### config.mk
export PLATFORM = sky130hd
export DESIGN_NAME = sqe_ctrl
export DESIGN_NICKNAME = d
export VERILOG_FILES = /design/src/design/sqe_pkg.sv /design/src/design/sqe_ctrl.sv
export SDC_FILE = /design/constraint.sdc
export NUM_CORES = 1
export LEC_CHECK = 0
export BUFFER_PORTS_ARGS = -buffer_cell sky130_fd_sc_hd__buf_2
export CAP_MARGIN = 20
export CORE_MARGIN = 2
export CORE_UTILIZATION = 30
export DETAILED_ROUTE_END_ITERATION = 10
export PLACE_DENSITY = 0.54
export SLEW_MARGIN = 20
export SYNTH_ARGS = -nofsm -noshare
export SYNTH_HDL_FRONTEND = slang
export SYNTH_SLANG_ARGS = --single-unit
### constraint.sdc
create_clock -name clk -period 2.3 [get_ports clk]
set_clock_uncertainty 0.15 [all_clocks]
set_input_delay 0.23 -clock clk [delete_from_list [all_inputs] [get_ports clk]]
set_output_delay 0.23 -clock clk [all_outputs]
set_load 0.01 [all_outputs]
### src/design/sqe_pkg.sv
`default_nettype none
package sqe_pkg;

  localparam int BATCH_QUADS_DEF = 1500;
  localparam int SLOT_W = 11;
  localparam int BATCH_W = 8;
  localparam int REG_IDX_W = 3;

  localparam logic [REG_IDX_W-1:0] REG_CAM_X = 3'd0;
  localparam logic [REG_IDX_W-1:0] REG_CAM_Y = 3'd1;
  localparam logic [REG_IDX_W-1:0] REG_CAM_Z = 3'd2;
  localparam logic [REG_IDX_W-1:0] REG_STREAK_LENGTH = 3'd3;
  localparam logic [REG_IDX_W-1:0] REG_NOMINAL_SIZE = 3'd4;

  typedef enum logic [4:0] {
    OP_NONE, OP_LOAD, OP_HPROD, OP_HDIV, OP_HSET, OP_SHR, OP_SQ, OP_ACC,
    OP_SQRT, OP_MSET, OP_UDIV, OP_UDSET, OP_UZERO, OP_DPROD, OP_PTS, OP_AB,
    OP_SHAB, OP_CP1, OP_CSET, OP_CP2, OP_CSUB, OP_SDPROD, OP_SD, OP_EMIT
  } op_t;

  typedef enum logic [4:0] {
    S_IDLE, S_HPROD, S_HDIV, S_HWAIT, S_USHR, S_USQ, S_UACC, S_USQRT,
    S_USWAIT, S_UDIV, S_UDWAIT, S_UZERO, S_DPROD, S_PTS, S_AB, S_SHAB,
    S_CP1, S_CSET, S_CP2, S_CSUB, S_SDPROD, S_SD, S_EMIT
  } state_t;

  typedef struct packed {
    op_t        op;
    logic [1:0] idx;
    logic       pass;
  } cmd_t;

  typedef struct packed {
    logic vec_big;
    logic ab_big;
    logic acc_zero;
    logic div_busy;
    logic sqrt_busy;
    logic out_free;
  } status_t;

endpackage
`default_nettype wire

### src/design/sqe_ctrl.sv
`default_nettype none
module sqe_ctrl (
  input  wire logic             clk,
  input  wire logic             rst,
  input  wire logic             in_valid,
  output logic                  in_ready,
  input  wire sqe_pkg::status_t status,
  output sqe_pkg::cmd_t         cmd
);

  sqe_pkg::state_t state, state_next;
  logic [1:0] idx, idx_next;
  logic       pass, pass_next;

  always_ff @(posedge clk) begin
    if (rst) begin
      state <= sqe_pkg::S_IDLE;
      idx <= '0;
      pass <= 1'b0;
    end else begin
      state <= state_next;
      idx <= idx_next;
      pass <= pass_next;
    end
  end

  always_comb begin
    state_next = state;
    idx_next = idx;
    pass_next = pass;
    in_ready = 1'b0;
    cmd.op = sqe_pkg::OP_NONE;
    cmd.idx = idx;
    cmd.pass = pass;
    unique case (state)
      sqe_pkg::S_IDLE: begin
        in_ready = 1'b1;
        if (in_valid) begin
          cmd.op = sqe_pkg::OP_LOAD;
          pass_next = 1'b0;
          state_next = sqe_pkg::S_HPROD;
        end
      end
      sqe_pkg::S_HPROD: begin
        cmd.op = sqe_pkg::OP_HPROD;
        state_next = sqe_pkg::S_HDIV;
      end
      sqe_pkg::S_HDIV: begin
        cmd.op = sqe_pkg::OP_HDIV;
        state_next = sqe_pkg::S_HWAIT;
      end
      sqe_pkg::S_HWAIT: begin
        if (!status.div_busy) begin
          cmd.op = sqe_pkg::OP_HSET;
          state_next = sqe_pkg::S_USHR;
        end
      end
      sqe_pkg::S_USHR: begin
        cmd.op = sqe_pkg::OP_SHR;
        if (!status.vec_big) begin
          idx_next = 2'd0;
          state_next = sqe_pkg::S_USQ;
        end
      end
      sqe_pkg::S_USQ: begin
        cmd.op = sqe_pkg::OP_SQ;
        state_next = sqe_pkg::S_UACC;
      end
      sqe_pkg::S_UACC: begin
        cmd.op = sqe_pkg::OP_ACC;
        if (idx == 2'd2) begin
          idx_next = 2'd0;
          state_next = sqe_pkg::S_USQRT;
        end else begin
          idx_next = idx + 2'd1;
          state_next = sqe_pkg::S_USQ;
        end
      end
      sqe_pkg::S_USQRT: begin
        if (status.acc_zero) begin
          state_next = sqe_pkg::S_UZERO;
        end else begin
          cmd.op = sqe_pkg::OP_SQRT;
          state_next = sqe_pkg::S_USWAIT;
        end
      end
      sqe_pkg::S_USWAIT: begin
        if (!status.sqrt_busy) begin
          cmd.op = sqe_pkg::OP_MSET;
          idx_next = 2'd0;
          state_next = sqe_pkg::S_UDIV;
        end
      end
      sqe_pkg::S_UDIV: begin
        cmd.op = sqe_pkg::OP_UDIV;
        state_next = sqe_pkg::S_UDWAIT;
      end
      sqe_pkg::S_UDWAIT: begin
        if (!status.div_busy) begin
          cmd.op = sqe_pkg::OP_UDSET;
          if (idx == 2'd2) begin
            idx_next = 2'd0;
            state_next = pass ? sqe_pkg::S_SDPROD : sqe_pkg::S_DPROD;
          end else begin
            idx_next = idx + 2'd1;
            state_next = sqe_pkg::S_UDIV;
          end
        end
      end
      sqe_pkg::S_UZERO: begin
        cmd.op = sqe_pkg::OP_UZERO;
        idx_next = 2'd0;
        state_next = pass ? sqe_pkg::S_SDPROD : sqe_pkg::S_DPROD;
      end
      sqe_pkg::S_DPROD: begin
        cmd.op = sqe_pkg::OP_DPROD;
        state_next = sqe_pkg::S_PTS;
      end
      sqe_pkg::S_PTS: begin
        cmd.op = sqe_pkg::OP_PTS;
        if (idx == 2'd2) begin
          idx_next = 2'd0;
          state_next = sqe_pkg::S_AB;
        end else begin
          idx_next = idx + 2'd1;
          state_next = sqe_pkg::S_DPROD;
        end
      end
      sqe_pkg::S_AB: begin
        cmd.op = sqe_pkg::OP_AB;
        state_next = sqe_pkg::S_SHAB;
      end
      sqe_pkg::S_SHAB: begin
        cmd.op = sqe_pkg::OP_SHAB;
        if (!status.ab_big) begin
          idx_next = 2'd0;
          state_next = sqe_pkg::S_CP1;
        end
      end
      sqe_pkg::S_CP1: begin
        cmd.op = sqe_pkg::OP_CP1;
        state_next = sqe_pkg::S_CSET;
      end
      sqe_pkg::S_CSET: begin
        cmd.op = sqe_pkg::OP_CSET;
        state_next = sqe_pkg::S_CP2;
      end
      sqe_pkg::S_CP2: begin
        cmd.op = sqe_pkg::OP_CP2;
        state_next = sqe_pkg::S_CSUB;
      end
      sqe_pkg::S_CSUB: begin
        cmd.op = sqe_pkg::OP_CSUB;
        if (idx == 2'd2) begin
          idx_next = 2'd0;
          pass_next = 1'b1;
          state_next = sqe_pkg::S_USHR;
        end else begin
          idx_next = idx + 2'd1;
          state_next = sqe_pkg::S_CP1;
        end
      end
      sqe_pkg::S_SDPROD: begin
        cmd.op = sqe_pkg::OP_SDPROD;
        state_next = sqe_pkg::S_SD;
      end
      sqe_pkg::S_SD: begin
        cmd.op = sqe_pkg::OP_SD;
        if (idx == 2'd2) begin
          idx_next = 2'd0;
          state_next = sqe_pkg::S_EMIT;
        end else begin
          idx_next = idx + 2'd1;
          state_next = sqe_pkg::S_SDPROD;
        end
      end
      sqe_pkg::S_EMIT: begin
        if (status.out_free) begin
          cmd.op = sqe_pkg::OP_EMIT;
          if (idx == 2'd3) begin
            idx_next = 2'd0;
            state_next = sqe_pkg::S_IDLE;
          end else begin
            idx_next = idx + 2'd1;
          end
        end
      end
      default: state_next = sqe_pkg::S_IDLE;
    endcase
  end

endmodule
`default_nettype wire

==> Word level (Yosys, flattened, before mapping) <==
Index checks and enable logic that the tools add are counted.
{ "totals": {"word_cells": 79, "out_inout_bits": 9, "memories": 0, "inputBits": 9, "regBits": 8, "latch_bits": 0, "mem_bits_ro": 0, "ram_bits": 0} }
{ "classes": {"n_lt_le_gt_ge": 0, "div_mod_pow": 0, "n_mux": 35, "n_eq_ne": 33, "reduce_logical": 7, "bitwise": 0, "n_addsub": 1, "n_mul": 0, "shifts": 0} }
{ "op_table": {"columns": ["op", "n"], "rows": [
  ["$pmux W5 S23", 2],
  ["$mux W5", 12],
  ["$eq A5 B4 Y1 const B", 8],
  ["$eq A5 B5 Y1 const B", 7],
  ["$mux W2", 11],
  ["$eq A5 B3 Y1 const B", 4],
  ["$ne A2 B2 Y1 const B", 9],
  ["$pmux W2 S7", 1],
  ["$mux W4", 3],
  ["$eq A5 B2 Y1 const B", 2],
  ["$reduce_and A8 Y1", 1],
  ["$reduce_bool A7 Y1", 1],
  ["$reduce_and A6 Y1", 1],
  ["$eq A5 B1 Y1 const B", 1],
  ["$logic_not A5 Y1", 1],
  ["$eq A2 B2 Y1 const B", 2],
  ["$mux W1", 4],
  ["$reduce_or A4 Y1", 1],
  ["$mux W3", 1],
  ["$reduce_and A3 Y1", 1],
  ["$add A2 B1 Y2 const B", 1],
  ["$pmux W1 S2", 1],
  ["$reduce_bool A2 Y1", 1]
]} }

==> Longest topological paths before layout <==
Gate-level depths: netlist of the first run.
{ "logic_depth": {"ltp_word": 4, "depth_mapped": 8, "depth_no_buf": 7} }

==> Worst setup path before layout of the first run <==
No wires, ideal clock.
{ "synth_timing": {"path_kind": "reg-to-output", "startpoint": "register state[1]", "endpoint": "output cmd[3] (netlist bit)", "required_ps": 1920, "n_path_buf": 3, "arrival_ps": 1544, "slack_ps": 376, "stages_incl_launch_ff": 7, "cell_sequence": "dfxtp_1 buf_2 buf_2 buf_4 nor4b_1 nand2_1 nand3_1"} }
{ "synth_rtl": {"columns": ["element", "line", "rtl"], "rows": [
  ["start: declaration", "sqe_ctrl.sv:11", "sqe_pkg::state_t state, state_next;"],
  ["start signal: assignment", "sqe_ctrl.sv:17", "state <= sqe_pkg::S_IDLE;"],
  ["start signal: assignment", "sqe_ctrl.sv:21", "state <= state_next;"],
  ["end: declaration", "sqe_ctrl.sv:8", "output sqe_pkg::cmd_t cmd"]
]} }

==> results.py, run 1 <==
metrics = {
    "sta": {
        "rsz0062_at_grt": "no",
        "finalHoldViolations": 0,
        "max_freq_ghz": 0.479,
        "setup_viol": 0,
        "period_share_pct": 90.7,
        "slew_violations": 0,
        "slew_headroom_pct": 66.6,
        "fin_crit_ns": 2.09,
        "tightest_slew_ns": 0.499,
        "fin_setup_tns_ns": 0,
        "hold_slack_ns": 0.101,
    },
    "floorplan": {
        "boundaryPins": 18,
        "core_um2": 3360,
        "die_h_um": 63.4,
        "die-area_um2": 4020,
        "rows": 21,
        "die_w_um": 63.4,
        "start_util_pct": 31.4,
    },
    "critical_path": {
        "regToRegSetupSlack_ns": 0.25,
        "cp_max_fo": 10,
        "cp-start-kind": "flop",
        "cp.required_ns": 1.92,
        "rr_endpoint": "idx[0]$_SDFFE_PP0P_",
        "arrival_ns": 1.71,
        "end_kind": "output port",
        "crit_type": "flop to output port",
        "worstReg2RegStart": "state[4]$_SDFFE_PP0P_",
        "reg2regPathDepth": 6,
    },
    "layout": {
        "fill_cells": 397,
        "n_antenna_cell": 0,
        "areaGrowthSynthToFinish_pct": 15.7,
        "fin_nets": 181,
        "layout_commonest_cell": "buf_2",
        "multiInputGateArea_um2": 791,
        "drive_gt1_share_pct": 22.9,
        "final-seq-area_um2": 163,
        "finalNonFillerCells": 212,
        "fin_util_pct": 36.4,
        "layout_common_cells": "buf_2, a21oi_1, nor2_1",
    },
    "power": {
        "switching_share_pct": 48.1,
        "p_leak_uw": 0.000480,
        "p_int_uw": 632,
        "comb_power_share_pct": 69.3,
        "peakVddDrop_v": 0.000455,
        "power.switching_uw": 585,
        "clkPwrFrac_pct": 8.5,
        "power_density_nw_per_um2": 994,
        "seqPwrFrac_pct": 22.2,
        "power_uw": 1220,
    },
    "placement": {
        "place_congestion": 0.824,
        "dp.cells": 209,
        "numPortBuffers": 17,
        "hpwl_um": 2340,
    },
    "grt": {
        "grt_max_degree": 22,
        "grt_pass1_vias": 1064,
        "grt-ovfl-total": 0,
        "antenna_found_initial": 0,
        "grt_pass1_wl_um": 5170,
        "track_usage_pct": 15.6,
    },
    "synth": {
        "seq_area_frac_synth_pct": 15.1,
        "netlist_area_um2": 1060,
        "yosys.area.top_type_share_pct": 15.1,
        "synth.avg_cell_area_um2": 7.00,
        "yosys_register_bits": 8,
        "synth_top_area_cell": "dfxtp_1",
        "yosysWarningCount": 0,
        "synthTopCellsByArea": "dfxtp_1, a21oi_1, nor2b_1",
        "synthCells": 151,
        "ys_types": 39,
        "syn_nets": 164,
    },
    "worst_hold_path": {
        "whs_endpoint": "state[1]$_SDFFE_PP0P_",
        "hold_depth": 2,
        "hold_class": "input pin to flop",
        "hp-start": "rst",
    },
    "clocking": {
        "cts_max_path_buffers": 2,
        "numCtsBuffers": 3,
        "cts-htree-levels": 1,
        "insertion_delay_ns": 0.24,
        "postCtsSetupBuffers": 0,
        "clockRootBuffer": "clkbuf_4",
        "path_clk_slew_ns": 0.05,
        "post_cts_resized": 0,
        "numClockSinks": 8,
        "cts_tree": "built",
        "hold_buffers": 0,
    },
    "drt": {
        "drc": 0,
        "routedWlPerCell_um": 14.3,
        "vias": 1181,
        "drt-total-wl_um": 3040,
        "first_iter_violations": 43,
        "ant_nets": 0,
        "vias_per_cell": 5.57,
        "first_pass_iters": 4,
    },
    "status": {
        "status": "finished, final reports clean",
    },
    "run": {
        "cap_violations": 0,
    },
}
==> power by group through the flow <==
stage	Combinational, uW	Sequential (uW)	Clock (uW)
floorplan	668	207	0
global placement	815	262	0
detailed placement	833	265	0
CTS	837	262	108
global route	940	283	116
finish	843	270	103
==> cells in the mapped netlist <==
cell type and number:
o32ai_1 2, and2b_1 1, and3_1 1, or4b_1 2, a211oi_1 3, nand2b_1 5, a2bb2oi_1 3, nor2_1 14
o21bai_1 1, nor3_1 1, nand2_1 8, and4b_1 1, a32oi_1 3, or4_1 1, and3b_1 2, nor4b_1 3
nand2b_4 1, buf_2 6, o31ai_1 2, a21oi_2 1, clkbuf_1 6, nor3b_1 1, buf_6 2, and4_1 1
nand3_1 5, mux2i_1 4, nor2b_1 9, o21ai_0 11, buf_4 3, and2_1 2, xor2_1 1, a21oi_1 15
nand3b_1 2, dfxtp_1 8, o211ai_1 3, inv_1 4, or2_2 1, ha_1 4, o22ai_1 8
==> worst max-delay path by stage <==
stage / startpoint / endpoint / cells after the start
global placement: state[4]$_SDFFE_PP0P_ / idx[0]$_SDFFE_PP0P_ / 6
finish: state[1]$_SDFFE_PP0P_ / cmd[4] / 6
CTS: state[0]$_SDFFE_PP0P_ / cmd[5] / 6
global route: state[1]$_SDFFE_PP0P_ / cmd[4] / 6
detailed placement: state[0]$_SDFFE_PP0P_ / state[0]$_SDFFE_PP0P_ / 5
floorplan: state[1]$_SDFFE_PP0P_ / cmd[3] / 6
==> cell type report <==
class                           instances  share of cell area, %
Inverter                                4                   1.23
Clock buffer                            3                   1.84
Tap cell                               46                   4.70
Timing Repair Buffer                   29                   14.3
Multi-Input combinational cell        122                   64.6
Sequential cell                         8                   13.3
==> state kept, by name, summed over array words and instances, names as in the netlist <==
name and count:
idx 2, pass 1, state 5
==> worst max-delay path, cell delays in order, from the launching register on <==
cell,delay [ns]
dfxtp_2,0.43
buf_4,0.18
nor2b_1,0.30
buf_4,0.18
a21oi_1,0.05
o22ai_1,0.16
buf_2,0.15
==> metrics by stage <==
stage	area (um^2)	setup WS, ns
floorplan	1060	0.376
CTS	1210	0.0315
detailed placement	1190	0.253
global route	1220	0.0527
global placement	1190	0.296
finish	1220	0.213
==> cells by family after synthesis <==
kind of cell    Yosys count  synth area share, %
simple gates             61                 34.0
compound gates           52                 30.9
buf+inv                  21                 10.7
flops                     8                 15.1
mux                       4                 3.79
fa+ha+maj                 4                 4.73
xor+xnor                  1                0.829
==> routing by layer <==
metal  share of wire [%]  global-route usage, %
met1                  46                   21.7
met2                  49                   25.0
met3                 4.5                   2.68
met4                0.16                   3.53
met5                   0                      0
Power figures use the tool's default switching activity.
==> run 2: changes to the inputs <==
clock period = 2.1 ns   (was 2.3 ns; I/O delays follow)
==> run 2 against run 1 <==
Compared with the run above:
- cell count rose by 0.94%
- count of clock-buffer cells in the layout did not move
- utilization rose by 0.89 points
- combinational power rose by 14%
- hold slack got worse by 0.041 ns
- critical endpoint is now cmd[6]
- wire length fell by 0.30%
- die area did not move
- flip-flop and latch count did not move
- clock power rose by 15%
- register-to-register slack got worse by 0.09 ns
==> results.py, run 2 (synthesis gave the netlist of run 1 again) <==
metrics = {
    "status": {
        "status": "finished, final reports clean",
    },
    "grt": {
        "track_usage_pct": 15.3,
        "grt_pass1_vias": 1083,
        "antenna_found_initial": 0,
        "grt_max_degree": 26,
        "grt-ovfl-total": 0,
        "grt_pass1_wl_um": 4990,
    },
    "worst_hold_path": {
        "whs_endpoint": "state[1]$_SDFFE_PP0P_",
        "hold_class": "input pin to flop",
        "hp-start": "rst",
        "hold_depth": 2,
    },
    "sta": {
        "fin_setup_tns_ns": 0,
        "setup_viol": 0,
        "period_share_pct": 95.5,
        "fin_ws_ns": 0.0941,
        "fin_crit_ns": 2.01,
        "tightest_slew_ns": 0.384,
        "slew_violations": 0,
        "max_freq_ghz": 0.499,
        "slew_headroom_pct": 74.4,
        "finalHoldViolations": 0,
    },
    "critical_path": {
        "reg2regPathDepth": 5,
        "path_cells": "buf_4 -> inv_1 -> o22ai_1 -> a21oi_1 -> o21ai_0 -> buf_2",
        "cp_max_fo": 12,
        "cp_top_family": "buffers and inverters",
        "cp-start-kind": "flop",
        "arrival_ns": 1.65,
        "worstReg2RegStart": "state[4]$_SDFFE_PP0P_",
        "cp_slowest_cell": "dfxtp_1",
        "crit_type": "flop to output port",
        "critPathBufInv": 3,
        "rr_endpoint": "state[3]$_SDFFE_PP0P_",
        "cp.required_ns": 1.74,
        "regToRegSetupSlack_ns": 0.16,
        "max_stage_delay_ns": 0.44,
        "end_kind": "output port",
    },
    "layout": {
        "drive_gt1_share_pct": 23.8,
        "layout_common_cells": "buf_2, a21oi_1, nor2_1",
        "largest_reg_flops": 5,
        "final-seq-area_um2": 165,
        "largest_register": "state",
        "multiInputGateArea_um2": 791,
        "top_regs": "state (5), idx (2), pass (1)",
        "n_antenna_cell": 0,
        "layout_commonest_cell": "buf_2",
        "fill_cells": 391,
        "areaGrowthSynthToFinish_pct": 18.6,
        "fin_nets": 183,
    },
    "clocking": {
        "cts-htree-levels": 1,
        "postCtsSetupBuffers": 0,
        "cts_max_path_buffers": 2,
        "clockRootBuffer": "clkbuf_4",
        "insertion_delay_ns": 0.26,
        "cts_tree": "built",
        "numCtsBuffers": 3,
        "numClockSinks": 8,
        "hold_buffers": 0,
        "path_clk_slew_ns": 0.06,
    },
    "placement": {
        "numPortBuffers": 17,
        "place_congestion": 0.814,
        "hpwl_um": 2350,
        "dpl_worst_slack_ns": 0.0534,
    },
    "floorplan": {
        "rows": 21,
        "die-area_um2": 4020,
        "die_h_um": 63.4,
        "die_w_um": 63.4,
        "boundaryPins": 18,
        "start_util_pct": 31.4,
        "core_um2": 3360,
    },
    "drt": {
        "vias": 1197,
        "drc": 0,
        "first_pass_iters": 4,
        "vias_per_cell": 5.59,
        "first_iter_violations": 45,
        "routedWlPerCell_um": 14.1,
        "drt-total-wl_um": 3030,
        "ant_nets": 0,
    },
    "power": {
        "power_density_nw_per_um2": 1090,
        "p_leak_uw": 0.000493,
        "peakVddDrop_v": 0.000668,
    },
    "run": {
        "cap_violations": 0,
    },
}
## run 2: cell types whose count changed in the layout (fill, tap and decap cells not counted), sizes merged
cell,before,now
buf,29,31
## run 2: what timing repair did
action | in CTS | in global routing
endpoints found under the setup margin | 3 | 5
gates resized for setup | 1 | 3
pin swaps | 0 | 0
## run 2: report_power, final
| part | internal, uW | leakage, uW | switching [uW] |
|---|---|---|---|
| logic | 453 | 0.000413 | 507 |
| clock network | 65.4 | 0.0000138 | 52.8 |
| registers | 199 | 0.0000660 | 93.7 |
| total | 717 | 0.000493 | 653 |
## run 2: layout make-up
cell class                      instances  share of cell area (%)
Inverter                                4                    1.20
Timing Repair Buffer                   31                    16.2
Sequential cell                         8                    13.2
Multi-Input combinational cell        122                    63.1
Clock buffer                            3                    1.80
Tap cell                               46                    4.59
## run 2: layer usage
layer | routed length, um | global-route usage [%] | part of all wire [%] | up-vias
met2 | 1460 | 26.3 | 48 | 26
met5 | 0 | 0 | 0 | -
met4 | 44 | 5.71 | 1.5 | 0
met3 | 156 | 1.96 | 5.2 | 6
met1 | 1370 | 19.3 | 45 | 576
li1 | - | - | - | 589
## run 2: how the worst max path moves through the flow
stage,end,depth (start not counted),slack (ns),start
after detailed placement,idx[1]$_SDFFE_PP0P_,7,0.05,state[0]$_SDFFE_PP0P_
after CTS,idx[0]$_SDFFE_PP0P_,7,0.02,state[1]$_SDFFE_PP0P_
after floorplan,cmd[3],6,0.20,state[1]$_SDFFE_PP0P_
after global placement,idx[1]$_SDFFE_PP0P_,7,0.10,state[1]$_SDFFE_PP0P_
final,cmd[6],6,0.09,state[3]$_SDFFE_PP0P_
after global routing,cmd[3],6,-0.006,state[4]$_SDFFE_PP0P_
## run 2: per-stage QoR
step | utilization (%) | instances | instance area, um^2 | hold WS (ns) | power [uW]
CTS | 37.0 | 214 | 1240 | 0.0658 | 1360
floorplan | - | 151 | 1060 | 0.261 | 958
global placement | 36.3 | 211 | 1220 | 0.338 | 1210
detailed placement | 36.3 | 211 | 1220 | 0.339 | 1230
finish | 37.3 | 214 | 1250 | 0.0595 | 1370
global route | 37.3 | 214 | 1250 | 0.0746 | 1490
## run 2: worst register-to-register path, stage by stage (launching register included)
cell and delay (ns):
dfxtp_1 0.37, or4b_1 0.54, o22ai_1 0.22, and4b_1 0.32, mux2i_1 0.19, nor2_1 0.05
==> run 3: changes to the inputs <==
CORE_UTILIZATION = 35   (was 30)
PLACE_DENSITY = 0.6   (was 0.54)
==> run 3 against run 2 <==
Compared with the run above:
- combinational power fell by 2.3%
- non-clock buffer count is 2 lower
- critical path depth did not move
- flip-flop and latch count unchanged
- hold slack improved by 0.014 ns
- worst setup slack better by 0.0044 ns
- largest power group unchanged
- design area is 2.1% lower
- utilization grew 6.5 points
- highest routed layer unchanged
==> results.py, run 3 (synthesis gave the netlist of run 1 again) <==
metrics = {
    "drt": {
        "first_pass_iters": 4,
        "top_layer": "met4",
        "met3_length_um": 133,
        "first_iter_violations": 41,
        "drc": 0,
        "vias_per_cell": 5.98,
        "ant_nets": 0,
        "m1WireLength_um": 1420,
        "routedWlPerCell_um": 15.2,
        "vias": 1178,
        "drt-total-wl_um": 3000,
        "met2_length_um": 1430,
    },
    "placement": {
        "dp.cells": 194,
        "placed_cell_area_um2": 1190,
        "numPortBuffers": 17,
        "place_congestion": 0.788,
        "hpwl_um": 2260,
    },
    "critical_path": {
        "worstReg2RegStart": "state[3]$_SDFFE_PP0P_",
        "arrival_ns": 1.64,
        "endpoint": "cmd[6]",
        "cp-start-kind": "flop",
        "startpoint": "state[3]$_SDFFE_PP0P_",
        "cp.required_ns": 1.74,
        "rr_endpoint": "state[0]$_SDFFE_PP0P_",
        "cp_max_fo": 18,
        "reg2regPathDepth": 5,
        "end_kind": "output port",
        "regToRegSetupSlack_ns": 0.14,
        "crit_type": "flop to output port",
    },
    "floorplan": {
        "rows": 19,
        "die_w_um": 59.0,
        "die_h_um": 59.0,
        "die-area_um2": 3480,
        "start_util_pct": 37.7,
        "core_um2": 2810,
        "boundaryPins": 18,
    },
    "status": {
        "status": "finished, final reports clean",
    },
    "clocking": {
        "cts_tree": "built",
        "cts-htree-levels": 1,
        "numClockSinks": 8,
        "clockRootBuffer": "clkbuf_4",
        "numCtsBuffers": 3,
        "path_clk_slew_ns": 0.05,
        "postCtsSetupBuffers": 0,
        "cts_max_path_buffers": 2,
        "insertion_delay_ns": 0.25,
    },
    "power": {
        "power_density_nw_per_um2": 1100,
        "p_leak_uw": 0.000483,
        "peakVddDrop_v": 0.000468,
    },
    "sta": {
        "slew_headroom_pct": 71.0,
        "finalHoldViolations": 0,
        "setup_viol": 0,
        "rsz0062_at_grt": "no",
        "max_freq_ghz": 0.500,
        "period_share_pct": 95.3,
        "tightest_slew_ns": 0.434,
        "fin_setup_tns_ns": 0,
        "slew_violations": 0,
        "fin_crit_ns": 2.00,
    },
    "layout": {
        "largest_register": "state",
        "largest_reg_flops": 5,
        "top_regs": "state (5), idx (2), pass (1)",
        "areaGrowthSynthToFinish_pct": 16.1,
        "drive_gt1_share_pct": 23.5,
        "finish.instance_area_um2": 1230,
        "layout_common_cells": "buf_2, a21oi_1, nor2_1",
        "fin_util_pct": 43.8,
        "n_antenna_cell": 0,
        "finalNonFillerCells": 197,
        "layout_commonest_cell": "buf_2",
        "fin_nets": 181,
    },
    "run": {
        "cap_violations": 0,
    },
    "grt": {
        "grt-ovfl-total": 0,
        "grt_pass1_vias": 1149,
        "antenna_found_initial": 0,
        "grt_max_degree": 27,
        "grt_pass1_wl_um": 5190,
        "track_usage_pct": 19.1,
    },
    "worst_hold_path": {
        "hp-start": "rst",
        "hold_class": "input pin to flop",
    },
}
[run 3: power by group]
| part | leakage, uW | internal [uW] | switching (uW) | total (uW) |
|---|---|---|---|---|
| Sequential | 0.0000668 | 204 | 88.4 | 292 |
| Clock | 0.0000138 | 65.5 | 53.7 | 119 |
| Combinational | 0.000402 | 430 | 507 | 937 |
[run 3: worst min path at each step]
stage / end / slack [ns] / cells past startpoint
detailed placement: state[1]$_SDFFE_PP0P_ / 0.34 / 2
floorplan: pass$_SDFFE_PP0P_ / 0.26 / 3
finish: state[1]$_SDFFE_PP0P_ / 0.07 / 2
global route: state[1]$_SDFFE_PP0P_ / 0.08 / 2
CTS: state[1]$_SDFFE_PP0P_ / 0.07 / 2
global placement: state[1]$_SDFFE_PP0P_ / 0.34 / 2
[run 3: layer usage]
layer / vias to the layer above / GRT usage, %
met1: 550 / 26.9
met2: 41 / 30.5
met5: - / 0
li1: 585 / -
met3: 2 / 3.08
met4: 0 / 4.22
[run 3: final cells by class]
class,instances,area (um^2)
flip-flops and latches,8,169
clock buffers,3,22.5
well taps,31,38.8
multi-input cells,122,791
fillers,300,1580
repair buffers,29,191
inverters,4,15.0
[run 3: what timing repair did]
action / in CTS / in global routing
hold buffers: 0 / 0
endpoints found under the setup margin: 1 / 8
resized for setup: 1 / 6
[run 3: through the flow]
| stage | power (uW) | setup WS [ns] | hold WS [ns] |
|---|---|---|---|
| final | 1350 | 0.0984 | 0.0737 |
| after global routing | 1470 | 0.0104 | 0.0758 |
| after CTS | 1320 | 0.0286 | 0.0692 |
| after detailed placement | 1200 | 0.148 | 0.345 |
| after global placement | 1170 | 0.166 | 0.338 |
| after floorplan | 958 | 0.196 | 0.261 |
[run 3: critical path, stage by stage (launching register included)]
cell and delay, ns:
dfxtp_1 0.46, buf_6 0.22, inv_1 0.14, o22ai_1 0.17
a21oi_1 0.08, o21ai_0 0.15, buf_2 0.16
